### config.mk
export PLATFORM = sky130hd
export DESIGN_NAME = tdes_div
export DESIGN_NICKNAME = d
export VERILOG_FILES = /design/src/hdl/throttle_deadzone_expo_shaper_assert.svh /design/src/hdl/tdes_pkg.sv /design/src/hdl/tdes_div.sv
export SDC_FILE = /design/constraint.sdc
export NUM_CORES = 2
export LEC_CHECK = 0
export ABC_AREA = 1
export ABC_CLOCK_PERIOD_IN_PS = 2600
export BUFFER_PORTS_ARGS = -buffer_cell sky130_fd_sc_hd__buf_2
export CORE_MARGIN = 4
export CORE_UTILIZATION = 45
export DETAILED_ROUTE_END_ITERATION = 8
export SLEW_MARGIN = 40
export SYNTH_ARGS = -nofsm -noshare
export SYNTH_HDL_FRONTEND = slang
export SYNTH_SLANG_ARGS = --single-unit
### constraint.sdc
create_clock -name clk -period 2.6 [get_ports clk]
set_input_delay 0.52 -clock clk [delete_from_list [all_inputs] [get_ports clk]]
set_output_delay 0.52 -clock clk [all_outputs]
set_load 0.005 [all_outputs]
### src/hdl/throttle_deadzone_expo_shaper_assert.svh
// Assertion macros shared by the throttle shaper RTL.
`ifndef THROTTLE_DEADZONE_EXPO_SHAPER_ASSERT_SVH
`define THROTTLE_DEADZONE_EXPO_SHAPER_ASSERT_SVH

// Same-cycle implication, sampled on clk and muted during rst.
`define TDES_ASSERT_IMPLIES(label, ante, cons, msg) \
  label: assert property (@(posedge clk) disable iff (rst) (ante) |-> (cons)) \
    else $error(msg);

// Next-cycle implication, sampled on clk and muted during rst.
`define TDES_ASSERT_NEXT(label, ante, cons, msg) \
  label: assert property (@(posedge clk) disable iff (rst) (ante) |=> (cons)) \
    else $error(msg);

`endif

### src/hdl/tdes_pkg.sv
// Shared constants, register codes and types of the throttle shaper.
package tdes_pkg;

  localparam int SAMPLE_W = 16;
  localparam int CFG_W    = 16;
  localparam int LIMIT_W  = 15;
  localparam int CLEAN_W  = 16;
  localparam int THR_W    = 31;
  localparam int IDX_W    = 3;

  // Divider geometry: 30-bit dividend (a 15 by 15 product), 16-bit divisor.
  localparam int DIV_W = 30;
  localparam int DVS_W = 16;

  // ceil(2^33 / 3): exact quotient by three for any 32-bit unsigned value.
  localparam logic [31:0] RECIP3 = 32'hAAAA_AAAB;

  localparam logic [CFG_W-1:0]        CENTER_RST    = 16'd2048;
  localparam logic [CFG_W-1:0]        DEAD_ZONE_RST = 16'd0;
  localparam logic [CFG_W-1:0]        FULL_SCALE_RST = 16'd4095;
  localparam logic [LIMIT_W-1:0]      FWD_LIMIT_RST = 15'd1000;
  localparam logic signed [CFG_W-1:0] REV_LIMIT_RST = -16'sd1000;

  typedef enum logic [IDX_W-1:0] {
    REG_CENTER     = 3'd0,
    REG_DEAD_ZONE  = 3'd1,
    REG_FULL_SCALE = 3'd2,
    REG_FWD_LIMIT  = 3'd3,
    REG_REV_LIMIT  = 3'd4
  } cfg_reg_t;

  // Item flags and payload that ride alongside a division.
  typedef struct packed {
    logic             neg;
    logic             sat;
    logic             zero;
    logic [CFG_W-1:0] val;
  } side_t;

endpackage

### src/hdl/tdes_div.sv
// Pipelined restoring divider, one quotient bit per stage, with sideband.
module tdes_div (
  input  logic                         clk,
  input  logic                         rst,
  input  logic                         adv,
  input  logic                         in_valid,
  input  logic [tdes_pkg::DIV_W-1:0]   dividend,
  input  logic [tdes_pkg::DVS_W-1:0]   divisor,
  input  tdes_pkg::side_t              in_side,
  output logic                         out_valid,
  output logic [tdes_pkg::DIV_W-1:0]   quotient,
  output tdes_pkg::side_t              out_side
);

  logic                       vld [0:tdes_pkg::DIV_W];
  logic [tdes_pkg::DIV_W-1:0] rem [0:tdes_pkg::DIV_W];
  logic [tdes_pkg::DIV_W-1:0] quo [0:tdes_pkg::DIV_W];
  logic [tdes_pkg::DVS_W-1:0] dvs [0:tdes_pkg::DIV_W];
  tdes_pkg::side_t            sd  [0:tdes_pkg::DIV_W];

  assign vld[0] = in_valid;
  assign rem[0] = dividend;
  assign quo[0] = '0;
  assign dvs[0] = divisor;
  assign sd[0]  = in_side;

  for (genvar k = 0; k < tdes_pkg::DIV_W; k++) begin : g_stage
    localparam int SH = tdes_pkg::DIV_W - 1 - k;
    logic [tdes_pkg::DIV_W-1:0] dvs_ext;
    logic                       hit;
    logic [tdes_pkg::DIV_W-1:0] rem_next;

    // Stage k settles quotient bit SH; the remainder stays below divisor << (SH + 1).
    always_comb begin
      dvs_ext  = {{(tdes_pkg::DIV_W - tdes_pkg::DVS_W){1'b0}}, dvs[k]};
      hit      = (rem[k] >> SH) >= dvs_ext;
      rem_next = hit ? (rem[k] - (dvs_ext << SH)) : rem[k];
    end

    always_ff @(posedge clk) begin
      if (rst) begin
        vld[k+1] <= 1'b0;
      end else if (adv) begin
        vld[k+1] <= vld[k];
      end
    end

    always_ff @(posedge clk) begin
      if (adv) begin
        rem[k+1] <= rem_next;
        quo[k+1] <= {quo[k][tdes_pkg::DIV_W-2:0], hit};
        dvs[k+1] <= dvs[k];
        sd[k+1]  <= sd[k];
      end
    end
  end

  assign out_valid = vld[tdes_pkg::DIV_W];
  assign quotient  = quo[tdes_pkg::DIV_W];
  assign out_side  = sd[tdes_pkg::DIV_W];

endmodule

Yosys cells after proc, flatten, opt, wreduce, memory -nomap -nowiden
Index checks and enable logic that the tools add are counted.
{"block": "word_totals", "reg_bits": 2399, "elab_cells": 326}
{"block": "op_classes", "n_addsub": 29, "n_lt_le_gt_ge": 30, "muxes": 29}
{"operator": "two-way mux 30 bit", "count": 29}
{"operator": "subtractor 30 bit", "count": 16}
{"operator": ">= comparator 30 x 16 -> 1 bit", "count": 1}
{"operator": "subtractor 30 x 17 -> 30 bit", "count": 1}
{"operator": "subtractor 30 x 18 -> 30 bit", "count": 1}
{"operator": "subtractor 30 x 19 -> 30 bit", "count": 1}
{"operator": "subtractor 30 x 20 -> 30 bit", "count": 1}
{"operator": "subtractor 30 x 21 -> 30 bit", "count": 1}
{"operator": "subtractor 30 x 22 -> 30 bit", "count": 1}
{"operator": "subtractor 30 x 23 -> 30 bit", "count": 1}
{"operator": "subtractor 30 x 24 -> 30 bit", "count": 1}
{"operator": "subtractor 30 x 25 -> 30 bit", "count": 1}
{"operator": "subtractor 30 x 26 -> 30 bit", "count": 1}
{"operator": "subtractor 30 x 27 -> 30 bit", "count": 1}
{"operator": "subtractor 30 x 28 -> 30 bit", "count": 1}
{"operator": "subtractor 30 x 29 -> 30 bit", "count": 1}
{"operator": ">= comparator 29 x 16 -> 1 bit", "count": 1}
{"operator": ">= comparator 28 x 16 -> 1 bit", "count": 1}
{"operator": ">= comparator 27 x 16 -> 1 bit", "count": 1}
{"operator": ">= comparator 26 x 16 -> 1 bit", "count": 1}
{"operator": ">= comparator 25 x 16 -> 1 bit", "count": 1}
{"operator": ">= comparator 24 x 16 -> 1 bit", "count": 1}
{"operator": ">= comparator 23 x 16 -> 1 bit", "count": 1}
{"operator": ">= comparator 22 x 16 -> 1 bit", "count": 1}
{"operator": "other kinds (21)", "count": 21}

Logic depth before layout (Yosys ltp)
{"block": "depth", "ltp_word": 2, "mapped_depth": 15}

Least setup slack after synthesis
Ideal clock, no wire load.
{"block": "synth_path", "path_type": "reg-to-reg", "startpoint": "register dvs[48] in the netlist's numbering", "endpoint": "register rem[77] in the netlist's numbering, data pin", "setup_time_ns": 0.253, "arrival_ns": 1.894, "required_ns": 2.347, "slack_ns": 0.453, "stages_incl_launch_ff": 14, "n_path_buf": 1, "path_cell_list": "edfxtp_1 ha_1 fa_1 inv_1 nand3_1 nand3_1 nand3_1 nand3_1 nand2_1 nand2_2 inv_2 buf_4 nand2_1 nand2_1"}
{"block": "synth_between", "elab_chain_len": 2, "word_cells_on_any_way": 3, "cone_classes": "add/sub (1); order compare (1); mux (1)"}
{"element": "start, declared", "line_no": "tdes_div.sv:18", "source": "logic [tdes_pkg::DVS_W-1:0] dvs [0:tdes_pkg::DIV_W];"}
{"element": "start signal, assigned by index", "line_no": "tdes_div.sv:52", "source": "dvs[k+1] <= dvs[k];"}
{"element": "subtractor 30 x 18 -> 30 bit or >= comparator 28 x 16 -> 1 bit (tied branches)", "line_no": "tdes_div.sv:37, tdes_div.sv:36"}
{"element": "two-way mux 30 bit (*)", "line_no": "tdes_div.sv:37", "source": "rem_next = hit ? (rem[k] - (dvs_ext << SH)) : rem[k];"}
{"element": "via g_stage[27].rem_next, one bit", "line_no": "tdes_div.sv:31", "source": "logic [tdes_pkg::DIV_W-1:0] rem_next;"}
{"element": "end signal, assigned by index", "line_no": "tdes_div.sv:50", "source": "rem[k+1] <= rem_next;"}
{"element": "end, declared", "line_no": "tdes_div.sv:16", "source": "logic [tdes_pkg::DIV_W-1:0] rem [0:tdes_pkg::DIV_W];"}
The timed path passes the listed nets; every way through them passes the cells marked *.
A chain may end at the register's enable or synchronous reset.

Final worst setup path
{"block": "layout_path", "startpoint": "register rem[193] in the netlist's numbering", "endpoint": "register rem[169] in the netlist's numbering, data pin"}
{"block": "layout_between", "elab_chain_len": 2, "word_cells_on_any_way": 3, "cone_classes": "add/sub (1); order compare (1); mux (1)"}
{"element": "subtractor 30 x 21 -> 30 bit or >= comparator 25 x 16 -> 1 bit (tied branches)", "line_no": "tdes_div.sv:37, tdes_div.sv:36"}
{"element": "two-way mux 30 bit (*)", "line_no": "tdes_div.sv:37"}
{"element": "via g_stage[24].rem_next, one bit", "line_no": "tdes_div.sv:31"}
Marks and branches as above.

==> run_summary.xml <==
<?xml version="1.0" encoding="UTF-8"?>
<metrics>
  <group name="final_layout">
    <metric name="layout.cells.non_filler" unit="">12900</metric>
    <metric name="fill_cells" unit="">19900</metric>
    <metric name="layout-drive-gt1-share" unit="">0.0923</metric>
    <metric name="postLayoutCoreUtil" unit="">0.520</metric>
    <metric name="area_growth_syn_to_layout" unit="%">14.8</metric>
    <metric name="final_nets" unit="">10200</metric>
    <metric name="final_design_area_no_fill" unit="µm²">120000</metric>
  </group>
  <group name="yosys">
    <metric name="synthCells" unit="">9100</metric>
    <metric name="synth_cell_types" unit="">50</metric>
    <metric name="ys_seq_elements" unit="">2399</metric>
    <metric name="synth_top_area_cells" unit="">edfxtp_1, nand2_1, inv_1</metric>
    <metric name="yosys_top_cell_area_share" unit="">0.682</metric>
    <metric name="post-synth-top-area-cell" unit="">edfxtp_1</metric>
    <metric name="syn_area_per_cell" unit="µm²">11.5</metric>
    <metric name="ys_seq_area_frac" unit="">0.688</metric>
    <metric name="ys.warnings.count" unit="">0</metric>
    <metric name="cell_area_after_synthesis" unit="µm²">104000</metric>
    <metric name="postSynthNetCount" unit="">9557</metric>
  </group>
  <group name="sta">
    <metric name="worst_pin_slew" unit="ns">0.759</metric>
    <metric name="finalCriticalPeriod" unit="ns">2.47</metric>
    <metric name="grt_setup_unrepaired" unit="">no</metric>
    <metric name="fin_skew" unit="ns">0.0836</metric>
    <metric name="finalSetupViolCount" unit="">0</metric>
    <metric name="clock.fmax" unit="MHz">405</metric>
    <metric name="worst_slew_margin_rel" unit="">0.491</metric>
    <metric name="setup_tns_after_final_layout" unit="ns">0</metric>
    <metric name="whs" unit="ns">0.0719</metric>
    <metric name="final-max-slew-violation-count" unit="">0</metric>
    <metric name="final_period_utilization" unit="">0.949</metric>
    <metric name="hold_violations" unit="">0</metric>
  </group>
  <group name="clock_tree">
    <metric name="tritoncts" unit="">built</metric>
    <metric name="number_of_clock_sinks" unit="">2399</metric>
    <metric name="tritoncts.num_buffers" unit="">275</metric>
    <metric name="root_buffer" unit="">clkbuf_16</metric>
    <metric name="ctsHtreeMaxLevel" unit="">5</metric>
    <metric name="max-clock-path-buffers" unit="">4</metric>
    <metric name="clk_latency" unit="ns">0.94</metric>
    <metric name="worst_setup_hold_path_clk_slew" unit="ns">0.06</metric>
  </group>
  <group name="worst_setup_path">
    <metric name="worstSetupStartpoint" unit="">rem[193]</metric>
    <metric name="critical_path.reg2reg.startpoint" unit="">rem[193]</metric>
    <metric name="critical_path_required" unit="ns">3.19</metric>
    <metric name="critical_path.endpoint_type" unit="">flop</metric>
    <metric name="rrSetupSlack" unit="ns">0.13</metric>
    <metric name="reg2reg_to" unit="">rem[169]</metric>
    <metric name="reg2regPathDepth" unit="">11</metric>
    <metric name="critical_path.startpoint_type" unit="">flop</metric>
    <metric name="cp.arrival" unit="ns">3.06</metric>
    <metric name="critical_path.max_fanout" unit="">18</metric>
    <metric name="path_class" unit="">reg2reg</metric>
  </group>
  <group name="die">
    <metric name="floorplan.die.height" unit="µm">490</metric>
    <metric name="top_level_ports" unit="">119</metric>
    <metric name="die-width" unit="µm">490</metric>
    <metric name="starting_density_of_the_core" unit="">0.453</metric>
    <metric name="core" unit="µm²">230000</metric>
    <metric name="core.rowCount" unit="">176</metric>
    <metric name="dieArea" unit="µm²">240000</metric>
  </group>
  <group name="route">
    <metric name="dr_total_vias" unit="">63300</metric>
    <metric name="drt-vias-per-instance" unit="">4.89</metric>
    <metric name="detail_route.drc_violations" unit="">0</metric>
    <metric name="wirelength" unit="µm">228000</metric>
    <metric name="wl_per_cell" unit="µm">17.6</metric>
    <metric name="drt_first_iter_violations" unit="">4711</metric>
    <metric name="drt_pre_antenna_iters" unit="">5</metric>
    <metric name="antenna_violating_nets_post_route" unit="">0</metric>
  </group>
  <group name="placed_design">
    <metric name="placedCellCount" unit="">12400</metric>
    <metric name="count_of_input_and_output_buffers" unit="">118</metric>
    <metric name="place.gp.congestion" unit="">0.900</metric>
    <metric name="dp.final_hpwl" unit="µm">169000</metric>
    <metric name="detailed_place.area" unit="µm²">110000</metric>
  </group>
  <group name="min_path">
    <metric name="class_of_the_tightest_hold_or_removal_check" unit="">in2reg</metric>
    <metric name="whs_endpoint" unit="">sd[492]</metric>
    <metric name="hold-path-cell-count" unit="">1</metric>
    <metric name="worst_hold_startpoint" unit="">adv</metric>
  </group>
  <group name="power_and_ir_drop">
    <metric name="power.density_cell_area" unit="nW/µm²">933</metric>
    <metric name="vdd_ir_drop_max" unit="µV">873</metric>
    <metric name="total_leakage_power" unit="nW">50.6</metric>
  </group>
  <group name="status">
    <metric name="status" unit="">finished clean</metric>
  </group>
  <group name="global_routing">
    <metric name="grt_antenna_before_repair" unit="">7</metric>
    <metric name="grt_start_max_net_pins" unit="">125</metric>
    <metric name="grtUsageTotal" unit="">0.190</metric>
    <metric name="gr_overflow_total" unit="">0</metric>
    <metric name="grt_first_pass_wirelength" unit="µm">354000</metric>
    <metric name="first_global_vias" unit="">62300</metric>
  </group>
  <group name="job">
    <metric name="drv.max_cap_violation_count" unit="">0</metric>
  </group>
</metrics>
-- per-layer routing --
metal  vias to the layer above  GRT usage  part of all wire
met2                      1280      0.299              0.45
met4                         0     0.0490             0.024
met5                         -          0                 0
met1                     30100      0.276              0.48
met3                       366     0.0306             0.047
li1                      31500          -                 -
-- state kept, by name, indices dropped and copies added, names as in the netlist --
name       count
rem          870
sd           551
dvs          464
quo          435
quotient      30
vld           29
out_side      19
out_valid      1
-- critical path: stages, from the launching register on --
cell and delay (ns):
edfxtp_1 0.46, ha_1 0.39, nand2_2 0.13, inv_1 0.06, a21oi_2 0.19, nand3_2 0.12
nand2_1 0.15, buf_4 0.14, nand4_2 0.09, buf_12 0.19, nand2_1 0.06, nand2_1 0.17
-- cells in the mapped netlist (all sizes together) --
| master | number |
|---|---|
| a31oi | 4 |
| clkbuf | 11 |
| a21oi | 304 |
| nand2 | 2801 |
| nand3 | 480 |
| xnor2 | 40 |
| or2 | 17 |
| inv | 1400 |
| ha | 360 |
| nor2 | 558 |
| nor3 | 52 |
| dfxtp | 30 |
| o21bai | 17 |
| o21a | 8 |
| buf | 111 |
| nor4b | 1 |
| and3 | 2 |
| o21ai | 152 |
| clkinv | 1 |
| or3 | 1 |
| o22ai | 1 |
| fa | 28 |
| nor4 | 22 |
| xor2 | 146 |
| nand3b | 47 |
| nand4 | 99 |
| a21boi | 7 |
| edfxtp | 2369 |
| a21o | 11 |
| nand2b | 5 |
| and2 | 15 |
-- where the power goes --
group / internal [mW] / switching, mW / total [mW] / leakage [nW]
Sequential: 47.6 / 2.74 / 50.4 / 23.3
Combinational: 8.33 / 16.2 / 24.5 / 23.1
Clock: 22.2 / 14.7 / 36.9 / 4.15
Total: 78.2 / 33.6 / 112 / 50.6
-- cell usage in the layout (no fill, tap or decap), types with 67 or more instances in the layout --
| cell type | instances |
|---|---|
| edfxtp_1 | 2369 |
| xor2_1 | 146 |
| inv_1 | 1388 |
| ha_1 | 357 |
| a21oi_1 | 276 |
| nor2_1 | 533 |
| buf_4 | 216 |
| nand3_1 | 463 |
| nand4_1 | 95 |
| o21ai_0 | 113 |
| nand2_1 | 2774 |
| dlygate4sd3_1 | 67 |
| buf_2 | 117 |
| clkbuf_16 | 279 |
-- cell type report --
type	instances	area, µm²	share of cell area
diodes	7	17.5	0.000146
clock buffers	332	7180	0.0599
clock inverters	133	1440	0.0120
inverters	1401	5270	0.0440
multi-input cells	5179	26500	0.221
flip-flops and latches	2399	71700	0.599
well taps	3026	3790	0.0316
repair buffers	450	3870	0.0323
-- cell families after synthesis --
logic type / share of synthesized area
flops: 0.688
compound gates: 0.0267
xor+xnor: 0.0156
buf+inv: 0.0591
fa+ha+maj: 0.0485
simple gates: 0.162
-- worst max path at each step --
stage | slack [ns] | cells after the start | end
2_1_floorplan | 0.45 | 13 | rem[77]
3_3_place_gp | -0.13 | 12 | rem[177]
3_5_place_dp | -0.07 | 12 | rem[177]
4_1_cts | 0.03 | 11 | rem[178]
5_1_grt | 0.0001 | 9 | rem[358]
6_report | 0.13 | 11 | rem[169]
-- what timing repair did --
item,CTS,global route
buffers inserted,0,4
hold buffers,67,0
resized for setup,2,25
hold endpoints to repair,78,0
gates cloned,0,1
endpoints found under the setup margin,2,72
-- per-stage QoR --
step | power [mW] | setup slack [ns]
finish | 112 | 0.133
global route | 119 | 0.000115
CTS | 113 | 0.0260
detailed placement | 75.4 | -0.0698
global placement | 75.4 | -0.125
floorplan | 66.2 | 0.453
(Power assumes the default switching activity.)
